**config.mk**
```make
export PLATFORM = sky130hd
export DESIGN_NAME = actuator_position_servo_top
export DESIGN_NICKNAME = d
export VERILOG_FILES = /design/src/hdl/aps_pkg.sv /design/src/hdl/actuator_position_servo_top.sv /design/src/hdl/aps_cfg.sv /design/src/hdl/aps_target.sv /design/src/hdl/aps_core.sv
export SDC_FILE = /design/constraint.sdc
export NUM_CORES = 2
export LEC_CHECK = 0
export BUFFER_PORTS_ARGS = -buffer_cell sky130_fd_sc_hd__buf_2
export CELL_PAD_IN_SITES_DETAIL_PLACEMENT = 1
export CELL_PAD_IN_SITES_GLOBAL_PLACEMENT = 1
export CORE_MARGIN = 2
export CORE_UTILIZATION = 45
export DETAILED_ROUTE_END_ITERATION = 16
export HOLD_SLACK_MARGIN = 0.03
export PLACE_DENSITY = 0.85
export SYNTH_ARGS = -nofsm -noshare
export SYNTH_HDL_FRONTEND = slang
export SYNTH_SLANG_ARGS = --single-unit
```
**constraint.sdc**
```tcl
create_clock -name clk_i -period 20.7 [get_ports clk_i]
set_input_delay 4.14 -clock clk_i [delete_from_list [all_inputs] [get_ports clk_i]]
set_output_delay 4.14 -clock clk_i [all_outputs]
set_load 0.005 [all_outputs]
```
**src/hdl/aps_pkg.sv**
```systemverilog
// Package for the actuator position servo: codes, register map, reset values
// and the configuration struct shared by all modules. No dependencies.
package aps_pkg;

  localparam int unsigned POSITION_BITS_DEF = 18;
  localparam int unsigned TIMER_BITS_DEF    = 24;

  localparam int unsigned CFG_ADDR_BITS = 5;
  localparam int unsigned CFG_DATA_BITS = 32;

  typedef enum logic [2:0] {
    REG_STEPS_PER_MM   = 3'd0,
    REG_DEADBAND       = 3'd1,
    REG_DEBOUNCE       = 3'd2,
    REG_TIMEOUT        = 3'd3,
    REG_HOMING_WINDOW  = 3'd4,
    REG_MAX_STEPS      = 3'd5,
    REG_DRIVE_SPEED    = 3'd6,
    REG_DEPTH_OFFSET   = 3'd7
  } reg_idx_e;

  typedef enum logic [1:0] {
    MODE_TICK    = 2'd0,
    MODE_EDGE    = 2'd1,
    MODE_MEASURE = 2'd2,
    MODE_HOME    = 2'd3
  } mode_e;

  typedef enum logic [1:0] {
    DIR_STOP    = 2'd0,
    DIR_EXTEND  = 2'd1,
    DIR_RETRACT = 2'd2
  } dir_e;

  typedef enum logic [2:0] {
    EV_NONE          = 3'd0,
    EV_REACHED       = 3'd1,
    EV_TIMEOUT       = 3'd2,
    EV_HOMED         = 3'd3,
    EV_DROPPED       = 3'd4,
    EV_OUT_OF_WINDOW = 3'd5
  } event_e;

  typedef enum logic [1:0] {
    TGT_IDLE = 2'd0,
    TGT_MUL  = 2'd1,
    TGT_DIV  = 2'd2,
    TGT_DONE = 2'd3
  } tgt_state_e;

  typedef struct packed {
    logic [9:0]         steps_per_mm;
    logic [9:0]         deadband_steps;
    logic [7:0]         debounce_ticks;
    logic [23:0]        timeout_ticks;
    logic [23:0]        homing_window_ticks;
    logic [16:0]        max_steps;
    logic [9:0]         drive_speed;
    logic signed [23:0] depth_offset;
  } cfg_t;

  typedef struct packed {
    logic idle;
    logic busy;
    logic done;
  } tgt_stat_t;

  localparam logic [9:0]         RST_STEPS_PER_MM   = 10'd155;
  localparam logic [9:0]         RST_DEADBAND       = 10'd66;
  localparam logic [7:0]         RST_DEBOUNCE       = 8'd10;
  localparam logic [23:0]        RST_TIMEOUT        = 24'd2000000;
  localparam logic [23:0]        RST_HOMING_WINDOW  = 24'd50000;
  localparam logic [16:0]        RST_MAX_STEPS      = 17'd21800;
  localparam logic [9:0]         RST_DRIVE_SPEED    = 10'd1023;
  localparam logic signed [23:0] RST_DEPTH_OFFSET   = 24'sd0;

  localparam logic signed [24:0] WINDOW_HUNDREDTHS = 25'sd4000;
  localparam logic signed [23:0] HOME_HUNDREDTHS   = 24'sd5000;
  localparam logic signed [25:0] ADJ_MAX           = 26'sd8388607;
  localparam logic signed [25:0] ADJ_MIN           = -26'sd8388608;
  localparam logic [7:0]         EDGE_MAX          = 8'd255;

  // Reciprocal of 100 scaled by 2**31; exact for every 24-bit dividend.
  localparam logic [24:0]  RECIP_100   = 25'd21474837;
  localparam int unsigned  RECIP_SHIFT = 31;
  localparam logic [24:0]  HUNDRED     = 25'd100;

endpackage

```
**src/hdl/actuator_position_servo_top.sv**
```systemverilog
// Top level of the actuator position servo: input and result registers around
// aps_core, with aps_target and aps_cfg. Uses aps_pkg.
//
//   Channel  Handshake              Beat contents
//   input    in_valid_i/in_ready_o  mode_i, depth_value_i
//   result   out_valid_o/out_ready_i right_duty_o, left_duty_o,
//                                    position_count_o, busy_res_o, event_res_o
//   config   psel/penable/pwrite    paddr, pwdata, prdata (pready tied high)
//
// An input beat waits in the input register, and its result is then registered
// in the result register; a depth measurement that starts a move holds the
// input register while the target unit multiplies and divides.
// Reset loads the register defaults, stops the drive, clears the count and
// sets the adjusted position to 50 mm. A stalled result keeps one further
// input beat in the input register; beyond that in_ready_o drops.
module actuator_position_servo_top #(
  parameter int unsigned POSITION_BITS = aps_pkg::POSITION_BITS_DEF,
  parameter int unsigned TIMER_BITS    = aps_pkg::TIMER_BITS_DEF
) (
  input  logic                                clk_i,
  input  logic                                rst_ni,
  input  logic                                psel,
  input  logic                                penable,
  input  logic                                pwrite,
  input  logic [aps_pkg::CFG_ADDR_BITS-1:0]   paddr,
  input  logic [aps_pkg::CFG_DATA_BITS-1:0]   pwdata,
  output logic [aps_pkg::CFG_DATA_BITS-1:0]   prdata,
  output logic                                pready,
  input  logic                                in_valid_i,
  output logic                                in_ready_o,
  input  logic [1:0]                          mode_i,
  input  logic signed [23:0]                  depth_value_i,
  output logic                                out_valid_o,
  input  logic                                out_ready_i,
  output logic [9:0]                          right_duty_o,
  output logic [9:0]                          left_duty_o,
  output logic signed [POSITION_BITS-1:0]     position_count_o,
  output logic                                busy_res_o,
  output logic [2:0]                          event_res_o
);
  import aps_pkg::*;

  cfg_t                     cfg;
  tgt_stat_t                tgt_stat;
  logic [POSITION_BITS-1:0] tgt_target;
  logic                     proceed, launch, out_free;
  logic signed [23:0]       adj;

  logic                     in_valid_q;
  logic [1:0]               mode_q;
  logic signed [23:0]       depth_q;

  logic [9:0]               right_d, left_d;
  logic [POSITION_BITS-1:0] pos_d;
  logic                     busy_d;
  event_e                   ev_d;

  logic                     out_valid_q;
  logic [9:0]               right_q, left_q;
  logic [POSITION_BITS-1:0] pos_q;
  logic                     busy_q;
  logic [2:0]               ev_q;

  aps_cfg u_cfg (
    .clk_i   (clk_i),
    .rst_ni  (rst_ni),
    .psel    (psel),
    .penable (penable),
    .pwrite  (pwrite),
    .paddr   (paddr),
    .pwdata  (pwdata),
    .prdata  (prdata),
    .pready  (pready),
    .cfg_o   (cfg)
  );

  aps_target #(
    .POSITION_BITS (POSITION_BITS)
  ) u_target (
    .clk_i    (clk_i),
    .rst_ni   (rst_ni),
    .start_i  (launch),
    .ack_i    (proceed),
    .adj_i    (adj),
    .cfg_i    (cfg),
    .stat_o   (tgt_stat),
    .target_o (tgt_target)
  );

  aps_core #(
    .POSITION_BITS (POSITION_BITS),
    .TIMER_BITS    (TIMER_BITS)
  ) u_core (
    .clk_i        (clk_i),
    .rst_ni       (rst_ni),
    .item_valid_i (in_valid_q),
    .out_free_i   (out_free),
    .mode_i       (mode_e'(mode_q)),
    .depth_i      (depth_q),
    .cfg_i        (cfg),
    .tgt_stat_i   (tgt_stat),
    .tgt_target_i (tgt_target),
    .proceed_o    (proceed),
    .launch_o     (launch),
    .adj_o        (adj),
    .right_duty_o (right_d),
    .left_duty_o  (left_d),
    .position_o   (pos_d),
    .busy_o       (busy_d),
    .event_o      (ev_d)
  );

  assign out_free   = !out_valid_q || out_ready_i;
  assign in_ready_o = !in_valid_q || proceed;

  always_ff @(posedge clk_i or negedge rst_ni) begin
    if (!rst_ni) begin
      in_valid_q  <= 1'b0;
      out_valid_q <= 1'b0;
    end else begin
      if (in_valid_i && in_ready_o) begin
        in_valid_q <= 1'b1;
      end else if (proceed) begin
        in_valid_q <= 1'b0;
      end
      if (proceed) begin
        out_valid_q <= 1'b1;
      end else if (out_ready_i) begin
        out_valid_q <= 1'b0;
      end
    end
  end

  always_ff @(posedge clk_i) begin
    if (in_valid_i && in_ready_o) begin
      mode_q  <= mode_i;
      depth_q <= depth_value_i;
    end
    if (proceed) begin
      right_q <= right_d;
      left_q  <= left_d;
      pos_q   <= pos_d;
      busy_q  <= busy_d;
      ev_q    <= ev_d;
    end
  end

  assign out_valid_o      = out_valid_q;
  assign right_duty_o     = right_q;
  assign left_duty_o      = left_q;
  assign position_count_o = $signed(pos_q);
  assign busy_res_o       = busy_q;
  assign event_res_o      = ev_q;

  a_idle_no_drive: assert property (@(posedge clk_i) disable iff (!rst_ni)
    (out_valid_o && !busy_res_o) |-> (right_duty_o == 10'd0 && left_duty_o == 10'd0))
    else $error("drive active while the servo reports idle");

  a_stop_events_idle: assert property (@(posedge clk_i) disable iff (!rst_ni)
    (out_valid_o && (event_res_o == EV_REACHED || event_res_o == EV_TIMEOUT ||
     event_res_o == EV_HOMED)) |-> !busy_res_o)
    else $error("stop event reported while still busy");

  a_homed_zero: assert property (@(posedge clk_i) disable iff (!rst_ni)
    (out_valid_o && event_res_o == EV_HOMED) |-> (position_count_o == '0))
    else $error("homing finished with a nonzero count");

  a_target_holds_input: assert property (@(posedge clk_i) disable iff (!rst_ni)
    tgt_stat.busy |-> !in_ready_o)
    else $error("input taken while the target unit is working");

endmodule

```
**src/hdl/aps_cfg.sv**
```systemverilog
// Configuration register bank of the actuator position servo behind an
// APB-style port. Depends on aps_pkg.
module aps_cfg (
  input  logic                                clk_i,
  input  logic                                rst_ni,
  input  logic                                psel,
  input  logic                                penable,
  input  logic                                pwrite,
  input  logic [aps_pkg::CFG_ADDR_BITS-1:0]   paddr,
  input  logic [aps_pkg::CFG_DATA_BITS-1:0]   pwdata,
  output logic [aps_pkg::CFG_DATA_BITS-1:0]   prdata,
  output logic                                pready,
  output aps_pkg::cfg_t                       cfg_o
);
  import aps_pkg::*;

  cfg_t     cfg_q, cfg_d;
  reg_idx_e idx;
  logic     wr_en;

  assign idx    = reg_idx_e'(paddr[CFG_ADDR_BITS-1:2]);
  assign wr_en  = psel & penable & pwrite;
  assign pready = 1'b1;
  assign cfg_o  = cfg_q;

  always_comb begin
    cfg_d = cfg_q;
    if (wr_en) begin
      unique case (idx)
        REG_STEPS_PER_MM:  cfg_d.steps_per_mm        = pwdata[9:0];
        REG_DEADBAND:      cfg_d.deadband_steps      = pwdata[9:0];
        REG_DEBOUNCE:      cfg_d.debounce_ticks      = pwdata[7:0];
        REG_TIMEOUT:       cfg_d.timeout_ticks       = pwdata[23:0];
        REG_HOMING_WINDOW: cfg_d.homing_window_ticks = pwdata[23:0];
        REG_MAX_STEPS:     cfg_d.max_steps           = pwdata[16:0];
        REG_DRIVE_SPEED:   cfg_d.drive_speed         = pwdata[9:0];
        REG_DEPTH_OFFSET:  cfg_d.depth_offset        = $signed(pwdata[23:0]);
        default:           cfg_d = cfg_q;
      endcase
    end
  end

  always_comb begin
    unique case (idx)
      REG_STEPS_PER_MM:  prdata = {22'd0, cfg_q.steps_per_mm};
      REG_DEADBAND:      prdata = {22'd0, cfg_q.deadband_steps};
      REG_DEBOUNCE:      prdata = {24'd0, cfg_q.debounce_ticks};
      REG_TIMEOUT:       prdata = {8'd0, cfg_q.timeout_ticks};
      REG_HOMING_WINDOW: prdata = {8'd0, cfg_q.homing_window_ticks};
      REG_MAX_STEPS:     prdata = {15'd0, cfg_q.max_steps};
      REG_DRIVE_SPEED:   prdata = {22'd0, cfg_q.drive_speed};
      REG_DEPTH_OFFSET:  prdata = {{8{cfg_q.depth_offset[23]}}, cfg_q.depth_offset};
      default:           prdata = '0;
    endcase
  end

  always_ff @(posedge clk_i or negedge rst_ni) begin
    if (!rst_ni) begin
      cfg_q.steps_per_mm        <= RST_STEPS_PER_MM;
      cfg_q.deadband_steps      <= RST_DEADBAND;
      cfg_q.debounce_ticks      <= RST_DEBOUNCE;
      cfg_q.timeout_ticks       <= RST_TIMEOUT;
      cfg_q.homing_window_ticks <= RST_HOMING_WINDOW;
      cfg_q.max_steps           <= RST_MAX_STEPS;
      cfg_q.drive_speed         <= RST_DRIVE_SPEED;
      cfg_q.depth_offset        <= RST_DEPTH_OFFSET;
    end else begin
      cfg_q <= cfg_d;
    end
  end

endmodule

```
**src/hdl/aps_target.sv**
```systemverilog
// Target unit: converts the adjusted position to a saturated step target in
// two registered steps (multiply by steps_per_mm, divide by 100). Uses aps_pkg.
module aps_target #(
  parameter int unsigned POSITION_BITS = aps_pkg::POSITION_BITS_DEF
) (
  input  logic                      clk_i,
  input  logic                      rst_ni,
  input  logic                      start_i,
  input  logic                      ack_i,
  input  logic signed [23:0]        adj_i,
  input  aps_pkg::cfg_t             cfg_i,
  output aps_pkg::tgt_stat_t        stat_o,
  output logic [POSITION_BITS-1:0]  target_o
);
  import aps_pkg::*;

  localparam int unsigned LW = (POSITION_BITS > 17) ? POSITION_BITS : 17;
  localparam logic [LW-1:0] POS_MAX = LW'({1'b0, {(POSITION_BITS-1){1'b1}}});

  tgt_state_e  state_q, state_d;
  logic [32:0] prod_q, prod_d;
  logic [16:0] quot_q, quot_d;
  logic        over_q, over_d;
  logic [LW-1:0] max_w, lim_w, tgt_w;
  logic [17:0] lim_p1;
  logic [24:0] lim100;
  logic [48:0] recip_prod;

  assign max_w  = LW'(cfg_i.max_steps);
  assign lim_w  = (max_w > POS_MAX) ? POS_MAX : max_w;
  assign lim_p1 = 18'(lim_w[16:0]) + 18'd1;
  assign lim100 = 25'(lim_p1) * HUNDRED;

  assign recip_prod = 49'(prod_q[23:0]) * 49'(RECIP_100);

  always_comb begin
    state_d = state_q;
    unique case (state_q)
      TGT_IDLE: if (start_i) state_d = TGT_MUL;
      TGT_MUL:  state_d = TGT_DIV;
      TGT_DIV:  state_d = TGT_DONE;
      TGT_DONE: if (ack_i) state_d = TGT_IDLE;
      default:  state_d = TGT_IDLE;
    endcase
  end

  always_comb begin
    prod_d = prod_q;
    quot_d = quot_q;
    over_d = over_q;
    unique case (state_q)
      TGT_MUL: begin
        prod_d = (adj_i > 24'sd0) ? (33'(adj_i[22:0]) * 33'(cfg_i.steps_per_mm)) : '0;
      end
      TGT_DIV: begin
        quot_d = recip_prod[RECIP_SHIFT+16:RECIP_SHIFT];
        over_d = (prod_q >= 33'(lim100));
      end
      default: begin
        prod_d = prod_q;
      end
    endcase
  end

  always_comb begin
    stat_o.idle = (state_q == TGT_IDLE);
    stat_o.busy = (state_q == TGT_MUL) || (state_q == TGT_DIV);
    stat_o.done = (state_q == TGT_DONE);
  end

  assign tgt_w    = over_q ? lim_w : LW'(quot_q);
  assign target_o = tgt_w[POSITION_BITS-1:0];

  always_ff @(posedge clk_i or negedge rst_ni) begin
    if (!rst_ni) begin
      state_q <= TGT_IDLE;
    end else begin
      state_q <= state_d;
    end
  end

  always_ff @(posedge clk_i) begin
    prod_q <= prod_d;
    quot_q <= quot_d;
    over_q <= over_d;
  end

endmodule

```
**src/hdl/aps_core.sv**
```systemverilog
// Servo state and single-pass update: time base, debounced edge count, depth
// handling, homing and the bang-bang controller. Uses aps_pkg.
module aps_core #(
  parameter int unsigned POSITION_BITS = aps_pkg::POSITION_BITS_DEF,
  parameter int unsigned TIMER_BITS    = aps_pkg::TIMER_BITS_DEF
) (
  input  logic                      clk_i,
  input  logic                      rst_ni,
  input  logic                      item_valid_i,
  input  logic                      out_free_i,
  input  aps_pkg::mode_e            mode_i,
  input  logic signed [23:0]        depth_i,
  input  aps_pkg::cfg_t             cfg_i,
  input  aps_pkg::tgt_stat_t        tgt_stat_i,
  input  logic [POSITION_BITS-1:0]  tgt_target_i,
  output logic                      proceed_o,
  output logic                      launch_o,
  output logic signed [23:0]        adj_o,
  output logic [9:0]                right_duty_o,
  output logic [9:0]                left_duty_o,
  output logic [POSITION_BITS-1:0]  position_o,
  output logic                      busy_o,
  output aps_pkg::event_e           event_o
);
  import aps_pkg::*;

  localparam int unsigned CW = (TIMER_BITS > 24) ? TIMER_BITS : 24;
  localparam logic signed [POSITION_BITS-1:0] POS_MAX =
    $signed({1'b0, {(POSITION_BITS-1){1'b1}}});
  localparam logic signed [POSITION_BITS-1:0] POS_MIN =
    $signed({1'b1, {(POSITION_BITS-1){1'b0}}});
  localparam logic [TIMER_BITS-1:0] TMR_MAX = '1;

  logic signed [POSITION_BITS-1:0] cnt_q, cnt_d, tgt_q, tgt_d, snap_q, snap_d;
  dir_e                            dir_q, dir_d;
  logic                            moving_q, moving_d, homing_q, homing_d;
  logic [TIMER_BITS-1:0]           move_el_q, move_el_d, win_el_q, win_el_d, win_next;
  logic [7:0]                      since_q, since_d;
  logic signed [23:0]              adj_q, adj_d;
  event_e                          ev;

  logic signed [24:0]              err;
  logic signed [25:0]              adj_sum;
  logic                            in_win, busy_now, meas_start;
  logic signed [POSITION_BITS:0]   dif;
  logic [POSITION_BITS:0]          mag;

  assign err      = {depth_i[23], depth_i} - {cfg_i.depth_offset[23], cfg_i.depth_offset};
  assign in_win   = !((err > WINDOW_HUNDREDTHS) || (err < -WINDOW_HUNDREDTHS));
  assign busy_now = moving_q | homing_q;
  assign meas_start = (mode_i == MODE_MEASURE) && !busy_now && in_win;
  assign adj_sum  = {{2{adj_q[23]}}, adj_q} - {err[24], err};
  assign win_next = (win_el_q != TMR_MAX) ? win_el_q + 1'b1 : win_el_q;

  assign proceed_o = item_valid_i && out_free_i && (!meas_start || tgt_stat_i.done);
  assign launch_o  = item_valid_i && meas_start && tgt_stat_i.idle;
  assign adj_o     = adj_q;

  always_comb begin
    if (adj_sum > ADJ_MAX) begin
      adj_d = ADJ_MAX[23:0];
    end else if (adj_sum < ADJ_MIN) begin
      adj_d = ADJ_MIN[23:0];
    end else begin
      adj_d = adj_sum[23:0];
    end
  end

  always_comb begin
    cnt_d     = cnt_q;
    tgt_d     = tgt_q;
    snap_d    = snap_q;
    dir_d     = dir_q;
    moving_d  = moving_q;
    homing_d  = homing_q;
    move_el_d = move_el_q;
    win_el_d  = win_el_q;
    since_d   = since_q;
    ev        = EV_NONE;
    dif       = '0;
    mag       = '0;

    unique case (mode_i)
      MODE_TICK: begin
        if (since_q != EDGE_MAX) since_d = since_q + 8'd1;
        if (moving_q && (move_el_q != TMR_MAX)) move_el_d = move_el_q + 1'b1;
        if (homing_q) begin
          if (CW'(win_next) >= CW'(cfg_i.homing_window_ticks)) begin
            win_el_d = '0;
            if (cnt_q == snap_q) begin
              cnt_d    = '0;
              homing_d = 1'b0;
              dir_d    = DIR_STOP;
              ev       = EV_HOMED;
            end else begin
              snap_d = cnt_q;
            end
          end else begin
            win_el_d = win_next;
          end
        end
      end
      MODE_EDGE: begin
        if ((since_q == EDGE_MAX) || (since_q > cfg_i.debounce_ticks)) begin
          since_d = '0;
          if ((dir_q == DIR_EXTEND) && (cnt_q != POS_MAX)) begin
            cnt_d = cnt_q + 1'b1;
          end else if ((dir_q == DIR_RETRACT) && (cnt_q != POS_MIN)) begin
            cnt_d = cnt_q - 1'b1;
          end
        end
      end
      MODE_MEASURE: begin
        if (busy_now) begin
          ev = EV_DROPPED;
        end else if (!in_win) begin
          ev = EV_OUT_OF_WINDOW;
        end else begin
          tgt_d     = $signed(tgt_target_i);
          moving_d  = 1'b1;
          move_el_d = '0;
        end
      end
      MODE_HOME: begin
        homing_d = 1'b1;
        moving_d = 1'b0;
        dir_d    = DIR_RETRACT;
        win_el_d = '0;
        snap_d   = cnt_q;
      end
      default: begin
        ev = EV_NONE;
      end
    endcase

    if (moving_d) begin
      dif = {cnt_d[POSITION_BITS-1], cnt_d} - {tgt_d[POSITION_BITS-1], tgt_d};
      mag = dif[POSITION_BITS] ? $unsigned(-dif) : $unsigned(dif);
      if (mag <= (POSITION_BITS+1)'(cfg_i.deadband_steps)) begin
        moving_d = 1'b0;
        dir_d    = DIR_STOP;
        ev       = EV_REACHED;
      end else begin
        dir_d = (tgt_d < cnt_d) ? DIR_RETRACT : DIR_EXTEND;
        if (CW'(move_el_d) > CW'(cfg_i.timeout_ticks)) begin
          moving_d = 1'b0;
          dir_d    = DIR_STOP;
          ev       = EV_TIMEOUT;
        end
      end
    end
  end

  assign right_duty_o = (dir_d == DIR_EXTEND)  ? cfg_i.drive_speed : 10'd0;
  assign left_duty_o  = (dir_d == DIR_RETRACT) ? cfg_i.drive_speed : 10'd0;
  assign position_o   = cnt_d;
  assign busy_o       = moving_d | homing_d;
  assign event_o      = ev;

  always_ff @(posedge clk_i or negedge rst_ni) begin
    if (!rst_ni) begin
      cnt_q     <= '0;
      tgt_q     <= '0;
      snap_q    <= '0;
      dir_q     <= DIR_STOP;
      moving_q  <= 1'b0;
      homing_q  <= 1'b0;
      move_el_q <= '0;
      win_el_q  <= '0;
      since_q   <= EDGE_MAX;
      adj_q     <= HOME_HUNDREDTHS;
    end else begin
      if (proceed_o) begin
        cnt_q     <= cnt_d;
        tgt_q     <= tgt_d;
        snap_q    <= snap_d;
        dir_q     <= dir_d;
        moving_q  <= moving_d;
        homing_q  <= homing_d;
        move_el_q <= move_el_d;
        win_el_q  <= win_el_d;
        since_q   <= since_d;
      end
      if (launch_o) begin
        adj_q <= adj_d;
      end
    end
  end

endmodule
```
==> impl_metrics.py <==
metrics = {
    "logic_synthesis": {
        "synth_top_family_by_area": "adder cells",
        "synth_simple_gate_area_share": 0.139,
        "synth-compound-area-share": 0.143,
        "synth-seq-area-share": 0.243,
        "synth_fa_ha_area_frac": 0.339,
        "ys_types": 97,
        "synthTopCellsByArea": "fa_1, ha_1, dfrtp_1",
        "synth_edf_count": 119,
        "synth_top_area_share": 0.180,
        "synth_xor_area_frac": 0.0333,
        "synthesis.area_sq_um": 42700,
        "yosys.area.top_type": "fa_1",
        "async_flop_share": 0.693,
        "yosysWarnings": 0,
        "syn_nets": 5571,
        "synth_seq_cells": 388,
        "synthMuxAreaShare": 0.0320,
        "synth_most_common_cell": "inv_1",
        "ys.flop_type": "dfrtp_1",
        "synth_common_cells": "inv_1, ha_1, nand2_1",
        "synth_area_per_cell_sq_um": 9.32,
        "synth_cells": 4576,
    },
    "status": {
        "status": "completed",
    },
    "clocking": {
        "ctsResizeCount": 0,
        "worstSkewPairLatency_ns": 0.62,
        "cts_made_buffers": 45,
        "clk_pin_slew_worst_paths_ns": 0.06,
        "cts_tree": "yes",
        "cts_htree_levels": 2,
        "ctsHoldBuffers": 0,
        "cts_sinks": 388,
        "cts_setup_buffers": 0,
        "clock_path_buffers": 3,
        "root_buffer": "clkbuf_16",
    },
    "critical_path": {
        "r2r_slack_ns": 9.65,
        "crit_chain": "buf_2 > clkinv_1 > nor2_1 > nand2_1 > o21ai_0 > nand2_1 > a31oi_1 > buf_2",
        "slowest_delay_ns": 0.88,
        "worstReg2RegEnd": "left_duty_o[6]",
        "cp_slowest_cell": "nor2_1",
        "cp.required_ns": 16.56,
        "reg2reg_depth": 38,
        "end_kind": "output port",
        "r2r_start": "u_core.win_el_q[16]",
        "worstSetupPathType": "in2out",
        "start_kind": "input pin",
        "cp_max_fo": 27,
        "arrival_ns": 7.15,
    },
    "drt": {
        "vias": 35100,
        "first_pass_iters": 5,
        "viasPerCell": 5.95,
        "totalWireLength_microns": 136000,
        "drcViolationCount": 0,
        "ant_nets": 0,
        "dr.first_iter.drc_count": 2443,
        "wl_per_cell_microns": 23.0,
    },
    "hold_path": {
        "min_to": "u_core.win_el_q[23]",
        "min_path_cells": 1,
        "holdCritPathClass": "reg2reg",
        "hold_path_startpoint": "u_core.win_el_q[23]",
    },
    "final_layout": {
        "drive_gt1_frac": 0.0908,
        "regArea_sq_um": 10400,
        "finalNetCount": 5594,
        "area_growth_pct": 7.46,
        "num-fill-cells": 10800,
        "multi_input_comb_area_sq_um": 29300,
    },
    "timing": {
        "slew_headroom": 0.126,
        "fin_crit_ns": 11.29,
        "clock_skew_ns": 0.0402,
        "final_max_slew_viol_count": 0,
        "worstMarginPinSlew_ns": 1.30,
        "fin_setup_tns_ns": 0,
        "period_share": 0.545,
        "rsz0062_at_grt": "false",
        "setup_viol": 0,
        "hold_violations": 0,
        "maxClockFrequency_mhz": 88.6,
    },
    "grt": {
        "met2_usage": 0.479,
        "track_usage": 0.278,
        "grt_max_degree": 88,
        "grt_first_pass_wirelength_microns": 216000,
        "overflow": 0,
        "antenna_found_initial": 7,
        "grt_pass1_vias": 38600,
        "use_met1": 0.346,
        "top_usage_layer": "met2",
        "gr-usage-met3": 0.0431,
    },
    "die": {
        "core-area_sq_um": 93600,
        "rows": 112,
        "fp.dieW_microns": 312,
        "pin_count": 147,
        "dieArea_sq_um": 97300,
        "start_util": 0.456,
        "dieHeight_microns": 312,
    },
    "run": {
        "maxCapViolations": 0,
    },
    "place": {
        "hpwl_microns": 106000,
        "io_buffer_count": 135,
        "place_congestion": 0.927,
    },
}
==> routing by layer <==
metal	vias up	wire length, microns
li1	15700	-
met1	17900	54700
met2	1154	66300
met3	366	8530
met4	6	6080
met5	-	35
==> stage by stage <==
step                      instances  utilization  cell area [sq um]  worst slack [ns]  hold slack (ns)
final                          5892        0.490              45800              9.41            0.485
after global routing           5892        0.490              45800              8.73            0.506
after detailed placement       5806        0.474              44400              9.68            0.463
after floorplan                4576            -              42700             10.94            0.442
after global placement         5806        0.474              44400              9.73            0.455
after CTS                      5890        0.490              45800              9.63            0.485
==> worst max-delay path, delay by kind of cell <==
family / cells / cell delay (ns)
buf+inv: 3 / 1.40
simple gates: 3 / 1.07
compound gates: 2 / 0.52
==> logic make-up (layout without fill, tap and decap cells) <==
| group | Yosys count | in the layout |
|---|---|---|
| adder cells (fa/ha/maj) | 925 | 925 |
| buffers and inverters | 789 | 849 |
| AND/OR/NAND/NOR | 1240 | 1240 |
| XOR/XNOR | 162 | 162 |
| multiplexers | 123 | 123 |
| AO/OA/AOI/OAI | 948 | 948 |
| flip-flops | 388 | 388 |
| other | 1 | 3 |
==> placed cells by master (no fill, tap or decap), drive strengths merged, types with 90 or more instances in the layout <==
cell / instances
o21ai: 319
inv: 604
and2: 118
edfxtp: 119
a21o: 90
a21oi: 182
ha: 542
nor2: 211
nand2: 496
dfrtp: 218
buf: 163
fa: 383
==> worst max-delay path by stage <==
| stage | startpoint | endpoint | slack [ns] |
|---|---|---|---|
| 2_1_floorplan | paddr[3] | prdata[6] | 10.94 |
| 3_3_place_gp | paddr[4] | prdata[8] | 9.73 |
| 3_5_place_dp | paddr[4] | prdata[8] | 9.68 |
| 4_1_cts | paddr[4] | prdata[8] | 9.63 |
| 5_1_grt | u_core.win_el_q[16] | left_duty_o[6] | 8.73 |
| 6_report | paddr[4] | prdata[8] | 9.41 |
==> final cells by class <==
class / instances / share of cell area
clock inverters: 18 / 0.00420
well taps: 1254 / 0.0342
flip-flops and latches: 388 / 0.226
inverters: 602 / 0.0493
repair buffers: 163 / 0.0195
diodes: 2 / 0.000109
multi-input cells: 3399 / 0.639
clock buffers: 66 / 0.0274
==> flip-flops by register name (all words and copies together) (netlist names), 2 cells and up <==
| register | count |
|---|---|
| depth_q | 24 |
| event_res_o | 3 |
| left_duty_o | 10 |
| mode_q | 2 |
| position_count_o | 18 |
| right_duty_o | 10 |
| u_cfg.cfg_o | 127 |
| u_core.adj_o | 24 |
| u_core.cnt_q | 18 |
| u_core.dir_q | 2 |
| u_core.move_el_q | 24 |
| u_core.since_q | 8 |
| u_core.snap_q | 18 |
| u_core.tgt_q | 18 |
| u_core.win_el_q | 24 |
| u_target.prod_q | 33 |
| u_target.quot_q | 17 |
| u_target.state_q | 2 |
Power is not shown: default switching activity piles up to over one toggle a cycle in this logic, so the estimate is an artifact.
